### config.mk
export PLATFORM = sky130hd
export DESIGN_NAME = tlme_addr_unit
export DESIGN_NICKNAME = d
export VERILOG_FILES = /design/src/rtl/tlme_pkg.sv /design/src/rtl/tlme_addr_unit.sv
export SDC_FILE = /design/constraint.sdc
export NUM_CORES = 1
export LEC_CHECK = 0
export BUFFER_PORTS_ARGS = -buffer_cell sky130_fd_sc_hd__buf_2
export CAP_MARGIN = 10
export CORE_MARGIN = 1.5
export CORE_UTILIZATION = 30
export DETAILED_ROUTE_END_ITERATION = 16
export SETUP_SLACK_MARGIN = 0.1
export SLEW_MARGIN = 0
export SYNTH_ARGS = -nofsm -noshare
export SYNTH_HDL_FRONTEND = slang
export SYNTH_SLANG_ARGS = --single-unit
### constraint.sdc
create_clock -name vclk -period 3.94
set_input_delay 0.591 -clock vclk [all_inputs]
set_output_delay 0.591 -clock vclk [all_outputs]
set_load 0.02 [all_outputs]
### src/rtl/tlme_pkg.sv
// Shared types, constants and offset tables for the trimer lattice move unit.
`timescale 1ns / 1ps

package tlme_pkg;

  localparam int MAX_SIDE = 64;
  localparam int COORD_W  = $clog2(MAX_SIDE);
  localparam int SIZE_W   = COORD_W + 1;
  localparam int VADDR_W  = 2 * COORD_W;
  localparam int SADDR_W  = VADDR_W + 1;
  localparam int TOTAL_W  = 16;

  typedef enum logic [1:0] {
    CMD_PLACE  = 2'd0,
    CMD_EVAL   = 2'd1,
    CMD_COMMIT = 2'd2,
    CMD_NONE   = 2'd3
  } cmd_e;

  typedef enum logic [1:0] {
    STAT_OK        = 2'd0,
    STAT_RANGE     = 2'd1,
    STAT_SRC_EMPTY = 2'd2,
    STAT_DST_OCC   = 2'd3
  } status_e;

  typedef enum logic {
    CFG_WIDTH  = 1'b0,
    CFG_HEIGHT = 1'b1
  } cfg_idx_e;

  typedef enum logic [3:0] {
    S_CLEAR,
    S_IDLE,
    S_SRC_RD,
    S_SRC_EV,
    S_NBR,
    S_VTX,
    S_DST_RD,
    S_DST_EV,
    S_DST_SET,
    S_UNDO_DST,
    S_UNDO_SRC,
    S_UNDO_VTX,
    S_FIN
  } state_e;

  // Request to the shared address unit: base trimer and a signed offset.
  typedef struct packed {
    logic [COORD_W-1:0] x;
    logic [COORD_W-1:0] y;
    logic signed [2:0]  dx;
    logic signed [2:0]  dy;
    logic               sub;
  } addr_req_t;

  // Neighbor offsets, indexed by sublattice and neighbor number.
  function automatic logic signed [2:0] nbr_dx(input logic s, input logic [2:0] k);
    logic signed [2:0] r;
    r = 3'sd0;
    case ({s, k})
      4'b0_001: r = 3'sd1;
      4'b0_011: r = 3'sd1;
      4'b0_100: r = -3'sd2;
      4'b0_101: r = -3'sd2;
      4'b1_001: r = -3'sd1;
      4'b1_010: r = 3'sd2;
      4'b1_011: r = 3'sd2;
      4'b1_101: r = -3'sd1;
      default:  r = 3'sd0;
    endcase
    return r;
  endfunction

  function automatic logic signed [2:0] nbr_dy(input logic s, input logic [2:0] k);
    logic signed [2:0] r;
    r = 3'sd0;
    case ({s, k})
      4'b0_000: r = 3'sd1;
      4'b0_010: r = -3'sd2;
      4'b0_011: r = -3'sd2;
      4'b0_101: r = 3'sd1;
      4'b1_000: r = 3'sd2;
      4'b1_001: r = 3'sd2;
      4'b1_011: r = -3'sd1;
      4'b1_100: r = -3'sd1;
      default:  r = 3'sd0;
    endcase
    return r;
  endfunction

  // Covered vertex offsets and mask bits.
  function automatic logic signed [2:0] vtx_dx(input logic s, input logic [2:0] k);
    return (k == 3'd0 || (s && k == 3'd2)) ? 3'sd1 : 3'sd0;
  endfunction

  function automatic logic signed [2:0] vtx_dy(input logic s, input logic [2:0] k);
    return (k == 3'd1 || (s && k == 3'd2)) ? 3'sd1 : 3'sd0;
  endfunction

  function automatic logic [7:0] vtx_bit(input logic s, input logic [2:0] k);
    logic [7:0] r;
    case (k)
      3'd0:    r = s ? 8'h20 : 8'h10;
      3'd1:    r = s ? 8'h08 : 8'h04;
      default: r = s ? 8'h80 : 8'h01;
    endcase
    return r;
  endfunction

  function automatic logic [3:0] pop8(input logic [7:0] v);
    logic [3:0] n;
    n = 4'd0;
    for (int i = 0; i < 8; i++) begin
      n = n + {3'd0, v[i]};
    end
    return n;
  endfunction

endpackage

### src/rtl/tlme_addr_unit.sv
// Shared address unit: applies a wrapped offset to a lattice coordinate pair.
`timescale 1ns / 1ps

module tlme_addr_unit
  import tlme_pkg::*;
(
  input  addr_req_t          req_i,
  input  logic [SIZE_W-1:0]  width_i,
  input  logic [SIZE_W-1:0]  height_i,
  output logic [VADDR_W-1:0] vtx_addr_o,
  output logic [SADDR_W-1:0] site_addr_o
);

  logic signed [SIZE_W+1:0] tx, ty;
  logic [COORD_W-1:0] vx, vy;

  // Periodic wrap: the offset is at most two, the size at least three.
  always_comb begin
    tx = signed'({3'b000, req_i.x}) + (SIZE_W+2)'(req_i.dx);
    ty = signed'({3'b000, req_i.y}) + (SIZE_W+2)'(req_i.dy);
    if (tx < 0) begin
      tx = tx + signed'({2'b00, width_i});
    end else if (tx >= signed'({2'b00, width_i})) begin
      tx = tx - signed'({2'b00, width_i});
    end
    if (ty < 0) begin
      ty = ty + signed'({2'b00, height_i});
    end else if (ty >= signed'({2'b00, height_i})) begin
      ty = ty - signed'({2'b00, height_i});
    end
    vx = tx[COORD_W-1:0];
    vy = ty[COORD_W-1:0];
  end

  assign vtx_addr_o  = {vy, vx};
  assign site_addr_o = {vy, vx, req_i.sub};

endmodule

* Word level (Yosys, flattened, before mapping)
Index checks and enable logic that the tools add are counted.
Word-level totals: output and inout port bits 25, bits of input ports 33, register bits 0
Cells by class: $lt $le $gt $ge 4, add/subtract/negate cells 6, muxes and demuxes 4
Operators by type and width (number):
- 2-to-1 mux 6 bit | 4
- adder 7 x 3 -> 8 bit | 2
- >= comparator 8 bit | 2
- < comparator 8 x 1 -> 1 bit (second input constant) | 2
- adder 6 bit | 2
- subtractor 6 bit | 2

* Depth between registers and ports, before layout
Gate-level depths: netlist (run 1).
word-level depth 4, mapped depth 15, depth with buffers taken out 14

* Worst setup path before layout (run 1)
Ideal clock, no wire load.
path kind input to output, from input port req_i[1] (netlist bit), to output port vtx_addr_o[9], arrival 3.696 ns, cell stages on the path 15, buffers on the path 1, path slack -0.347 ns, cell sequence ha_1 fa_1 a21o_2 a21oi_1 nor2b_1 nor2_1 o21ai_0 xor2_1 ha_1 o21ai_0 o21bai_2 or2_1 nor2_1 a211oi_1 buf_4
On the way: longest elaborated chain between the ends 4, elaborated cells between the ends (all ways) 7, those cells by class add/sub (3); order compare (2); mux (2)
Ends and longest elaborated chain:
- start: declaration | RTL line tlme_addr_unit.sv:7 | input addr_req_t req_i,
- adder 7 x 3 -> 8 bit (*) | RTL line tlme_addr_unit.sv:20 | ty = signed'({3'b000, req_i.y}) + (SIZE_W+2)'(req_i.dy);
- >= comparator 8 bit or subtractor 6 bit (tied branches) | RTL line tlme_addr_unit.sv:28, tlme_addr_unit.sv:29
- 2-to-1 mux 6 bit | RTL line tlme_addr_unit.sv:28 | end else if (ty >= signed'({2'b00, height_i})) begin
- 2-to-1 mux 6 bit (*) | RTL line tlme_addr_unit.sv:26 | if (ty < 0) begin
- end: declaration | RTL line tlme_addr_unit.sv:10 | output logic [VADDR_W-1:0] vtx_addr_o,
Every way passes the cells marked *; elsewhere a longest branch is shown, timed or not.

* Final worst setup path (run 1)
from input port req_i[14] (netlist bit), to output port vtx_addr_o[5]
On the way: longest elaborated chain between the ends 4, elaborated cells between the ends (all ways) 7, those cells by class add/sub (3); order compare (2); mux (2)
Ends and longest elaborated chain:
- adder 7 x 3 -> 8 bit (*) | RTL line tlme_addr_unit.sv:19 | tx = signed'({3'b000, req_i.x}) + (SIZE_W+2)'(req_i.dx);
- >= comparator 8 bit or subtractor 6 bit (tied branches) | RTL line tlme_addr_unit.sv:23, tlme_addr_unit.sv:24
- 2-to-1 mux 6 bit | RTL line tlme_addr_unit.sv:23 | end else if (tx >= signed'({2'b00, width_i})) begin
- 2-to-1 mux 6 bit (*) | RTL line tlme_addr_unit.sv:21 | if (tx < 0) begin
Marked as above.

==> results_dict.tcl, run 1 <==
set metrics [dict create \
    grt_pass1_vias 1818 \
    critPathMaxStageDelay_ps 340 \
    crit_path_end "vtx_addr_o[5]" \
    synth_top_cell_by_area "ha_1" \
    dp_hpwl_um 4010 \
    grt_pass1_wl_um 7680 \
    critPathCaptureType "primary output" \
    area.sequential_um2 0 \
    drive_above_1_share_pct 49.6 \
    status "finished with violations" \
    dp_slack_ps -93.4 \
    fin_crit_sh_pct 101 \
    cp_slowest_cell "a2111oi_4" \
    wl_met1_um 2400 \
    drv_slew 0 \
    syn-cell-area_um2 1820 \
    yosysUniqueCellTypes 45 \
    wirelength_um 5240 \
    pin_count 58 \
    violations "negative setup slack" \
    cp.arrival_ps 3390 \
    routed-wl-met3_um 142 \
    multi_input_area_um2 1920 \
    yosysMostFrequentCell "ha_1" \
    max-cap-violations 0 \
    slew_headroom_pct 78.3 \
    drtAntennaViolNets 0 \
    synthCells 241 \
    die_area_um2 6530 \
    ys_top_cells_by_area "ha_1, o21ai_0, fa_1" \
    fin_hold_ws_ps 1180 \
    final.setup.worst_slack_ps -37.2 \
    ir_worst_vdd_uv 204 \
    nClkBuffers 0 \
    crit_start "req_i[14]" \
    p_leak_nw 1.46 \
    grt_usage_pct 14.1 \
    crit_fanout 4 \
    synthesis.nets 318 \
    setup_violations 2 \
    p_per_area_nw_per_um2 362 \
    stdcell_count 410 \
    clock.fmax_mhz 251 \
    ctsHoldBuffers 0 \
    syn_area_per_cell_um2 7.54 \
    fillers 558 \
    firstDrtPassIters 4 \
    dieWidth_um 80.8 \
    dieHeight_um 80.8 \
    layout_min_cycle_time_ps 3980 \
    rows 28 \
    start_util_pct 30.9 \
    yosysSeqAreaShare_pct 0 \
    hold_path_class "in -> out" \
    dp_cells 400 \
    wl_per_cell_um 12.8 \
    dr_wl_met2_um 2650 \
    ys_warn_count 0 \
    antenna_found_initial 0 \
    critPathKind "in -> out" \
    grt_max_degree 13 \
    synth_top_area_share_pct 26.2 \
    fin_nets 414 \
    required_ps 3350 \
    place.gp.congestion 0.825 \
    finalHoldViolCount 0 \
    final_core_util_pct 50.4 \
    dr.max_layer_used "met4" \
    grt_overflow_total 0 \
    worst_pin_slew_ps 325 \
    synth_commonest_cells "ha_1, inv_1, o21ai_0, nor2_1" \
    syn2layout_area_growth_pct 63.4 \
    antenna_cells_inserted 0 \
    rsz0062_at_grt "true" \
    cp_cell_sequence "buf_2 > ha_1 > a21o_1 > a21oi_1 > xnor2_2 > ha_1 > and4b_1 > a2111oi_4 > o21bai_2 > buf_4 > or2_4 > o32a_1 > nand3_2 > buf_4" \
    drc 0 \
    vias 2009 \
    core_um2 5890 \
    critPathLaunchType "primary input" \
    drtIter0Drc 52 \
    seq_cells 0 \
    io_buffers 56 \
    viasPerCell 4.90 \
]
[worst max-delay path: cells and delay by family]
family          cells  cell delay (ps)
simple gates        3              550
compound gates      5             1090
xor+xnor            1              180
fa+ha+maj           2              590
buf+inv             3              400
[cell type report]
| class | instances | share of cell area, % |
|---|---|---|
| Tap cell | 75 | 3.16 |
| Multi-Input combinational cell | 194 | 64.5 |
| Inverter | 32 | 4.05 |
| Timing Repair Buffer | 109 | 28.3 |
[metal layers]
layer | global-route usage [%] | vias to the layer above
met5 | 0 | -
met4 | 0.517 | 0
met3 | 0.449 | 6
met2 | 25.6 | 47
met1 | 19.4 | 925
li1 | - | 1031
[where the power goes]
part           internal, mW  switching, mW  leakage [nW]
combinational         0.529          0.546          1.46
clock                     0              0             0
sequential                0              0             0
total                 0.529          0.546          1.46
[worst min path at each step]
stage	depth (start not counted)	end	start
after floorplan	1	site_addr_o[0]	req_i[0]
after global placement	0	site_addr_o[0]	req_i[0]
after detailed placement	0	site_addr_o[0]	req_i[0]
after CTS	0	site_addr_o[0]	req_i[0]
after global routing	0	site_addr_o[0]	req_i[0]
final	0	site_addr_o[0]	req_i[0]
[kinds of logic (layout without fill, tap and decap cells)]
family | after synthesis | count (layout) | synth area share (%)
simple gates | 62 | 62 | 18.7
xor+xnor | 12 | 12 | 5.79
compound gates | 74 | 74 | 28.7
buf+inv | 47 | 141 | 12.9
fa+ha+maj | 44 | 44 | 32.8
mux | 2 | 2 | 1.10
[placed cells by master, fill, tap and decap left out, types with 8 or more instances in the layout]
cell	instances
a21oi_1	9
buf_6	25
nor2b_1	8
nor2_1	14
nand2_1	10
o21ai_0	9
ha_1	28
buf_2	29
o21ai_1	8
buf_4	55
inv_1	32
[per-stage QoR]
step	setup TNS (ps)	cell area (um2)	total power, mW
after global routing	-1780	2970	1.17
after detailed placement	-976	2480	0.831
final	-74.0	2970	1.08
after CTS	0	2650	0.915
after floorplan	0	1900	0.613
after global placement	-273	2480	0.824
[timing repair]
action                     in CTS  in global routing
resized for setup              33                 60
setup endpoints to repair      24                 24
pin swaps                      25                 35
setup buffers                   4                  6
Note: power is estimated with default switching activity, not from simulation.
==> run 2, diff against run 1 <==
Settings changed: CELL_PAD_IN_SITES_DETAIL_PLACEMENT set to 1, CELL_PAD_IN_SITES_GLOBAL_PLACEMENT set to 2, CORE_UTILIZATION 30 to 27, PLACE_DENSITY_LB_ADDON set to 0.1.
==> results_dict.tcl, run 2 (synthesis gave the netlist of run 1 again) <==
set metrics [dict create \
    status "finished with violations" \
    violations "design-rule violations, negative setup slack" \
    drv_slew 0 \
    p_leak_nw 1.54 \
    fillers 754 \
    grt_overflow_total 0 \
    critPathCaptureType "primary output" \
    power_mw 1.17 \
    antenna_cells_inserted 0 \
    dieWidth_um 85.0 \
    required_ps 3350 \
    drc 4 \
    slew_headroom_pct 77.7 \
    critPathMaxStageDelay_ps 340 \
    p_per_area_nw_per_um2 367 \
    pin_count 58 \
    fin_nets 419 \
    dp_cells 404 \
    io_buffers 56 \
    crit_path_frequent_cell "buf_6" \
    fin_hold_ws_ps 1180 \
    critPathKind "in -> out" \
    setup_tns_ps -25.2 \
    ir_worst_vdd_uv 116 \
    fin_crit_sh_pct 100 \
    setup_violations 2 \
    hold_path_class "in -> out" \
    critPathTopFamily "compound AO/OA/AOI/OAI gates" \
    final.setup.worst_slack_ps -12.7 \
    viasPerCell 4.91 \
    final_common_cell "buf_4" \
    seq_cells 0 \
    ctsHoldBuffers 0 \
    cp_slowest_cell "fa_2" \
    crit_start "req_i[13]" \
    rsz0062_at_grt "true" \
    grt_max_degree 13 \
    stdcell_count 417 \
    crit_fanout 6 \
    finalHoldViolCount 0 \
    place.gp.congestion 0.773 \
    dieHeight_um 85.0 \
    wirelength_um 5790 \
    critPathLaunchType "primary input" \
    cp_cell_sequence "buf_8 > ha_4 > fa_2 > a21o_1 > a21oi_4 > nor2b_1 > nor2_1 > o21ai_1 > xor2_1 > ha_1 > o21ai_2 > o21bai_4 > buf_6 > nor2_4 > a221oi_2 > nand2_1 > buf_6" \
    worst_pin_slew_ps 335 \
    area.sequential_um2 0 \
    drtAntennaViolNets 0 \
    layout_min_cycle_time_ps 3950 \
    final_cell_mix "buf_4, inv_1, buf_6" \
    grt_usage_pct 15.6 \
    drtIter0Drc 37 \
    syn2layout_area_growth_pct 75.5 \
    start_util_pct 28.3 \
    core_um2 6420 \
    nClkBuffers 0 \
    final_core_util_pct 49.6 \
    grt_pass1_vias 2071 \
    antenna_found_initial 0 \
    wl_per_cell_um 13.9 \
    max-cap-violations 0 \
    grt_pass1_wl_um 9470 \
    die_area_um2 7230 \
    dp_hpwl_um 4850 \
    clock.fmax_mhz 253 \
    hp-start "req_i[0]" \
    drive_above_1_share_pct 53.8 \
    crit_buf_inv 3 \
    firstDrtPassIters 10 \
    rows 29 \
    cp.arrival_ps 3360 \
    vias 2048 \
]
[run 2: cell count changes in the layout (fill, tap and decap cells not counted), moves of 2 or more]
cell	change
o21ai_1	-2
a21oi_2	+2
ha_1	-3
nand2_1	-2
buf_6	+6
a21oi_1	-3
o21ai_2	+2
buf_2	-3
ha_4	+4
[run 2: layout make-up]
type	instances	area, um2	area share [%]
tap	77	96.3	3.02
inverter	32	120	3.77
timing repair buffer	114	927	29.1
multi-input combinational	194	2040	64.1
[run 2: path summary, 6_finish.rpt]
check                         to  slack, ps  cells after the start
setup / recovery  site_addr_o[4]        -10                     17
hold / removal    site_addr_o[0]       1180                      0
[run 2: timing repair]
item                                    CTS  global route
hold endpoints to repair                  0             0
endpoints found under the setup margin   24            24
cloned                                    0             0
resized for setup                        66            58
pin swaps                                23            34
buffers inserted                          6             8
[run 2: power by group]
group	total, mW	switching [mW]	internal [mW]
clock	0	0	0
sequential	0	0	0
combinational	1.17	0.585	0.586
total	1.17	0.585	0.586
[run 2: per-stage QoR]
step	cell area, um2	setup WS [ps]
floorplan	1900	56.9
finish	3190	-12.7
global route	3190	-133
global placement	2500	-102
detailed placement	2500	-203
CTS	2820	-22.1
[run 2: layer usage]
layer  GRT usage, %  routed length (um)
met1           22.8                2860
met2           26.6                2770
met3          0.389                 133
met4           1.19                  38
met5              0                   0
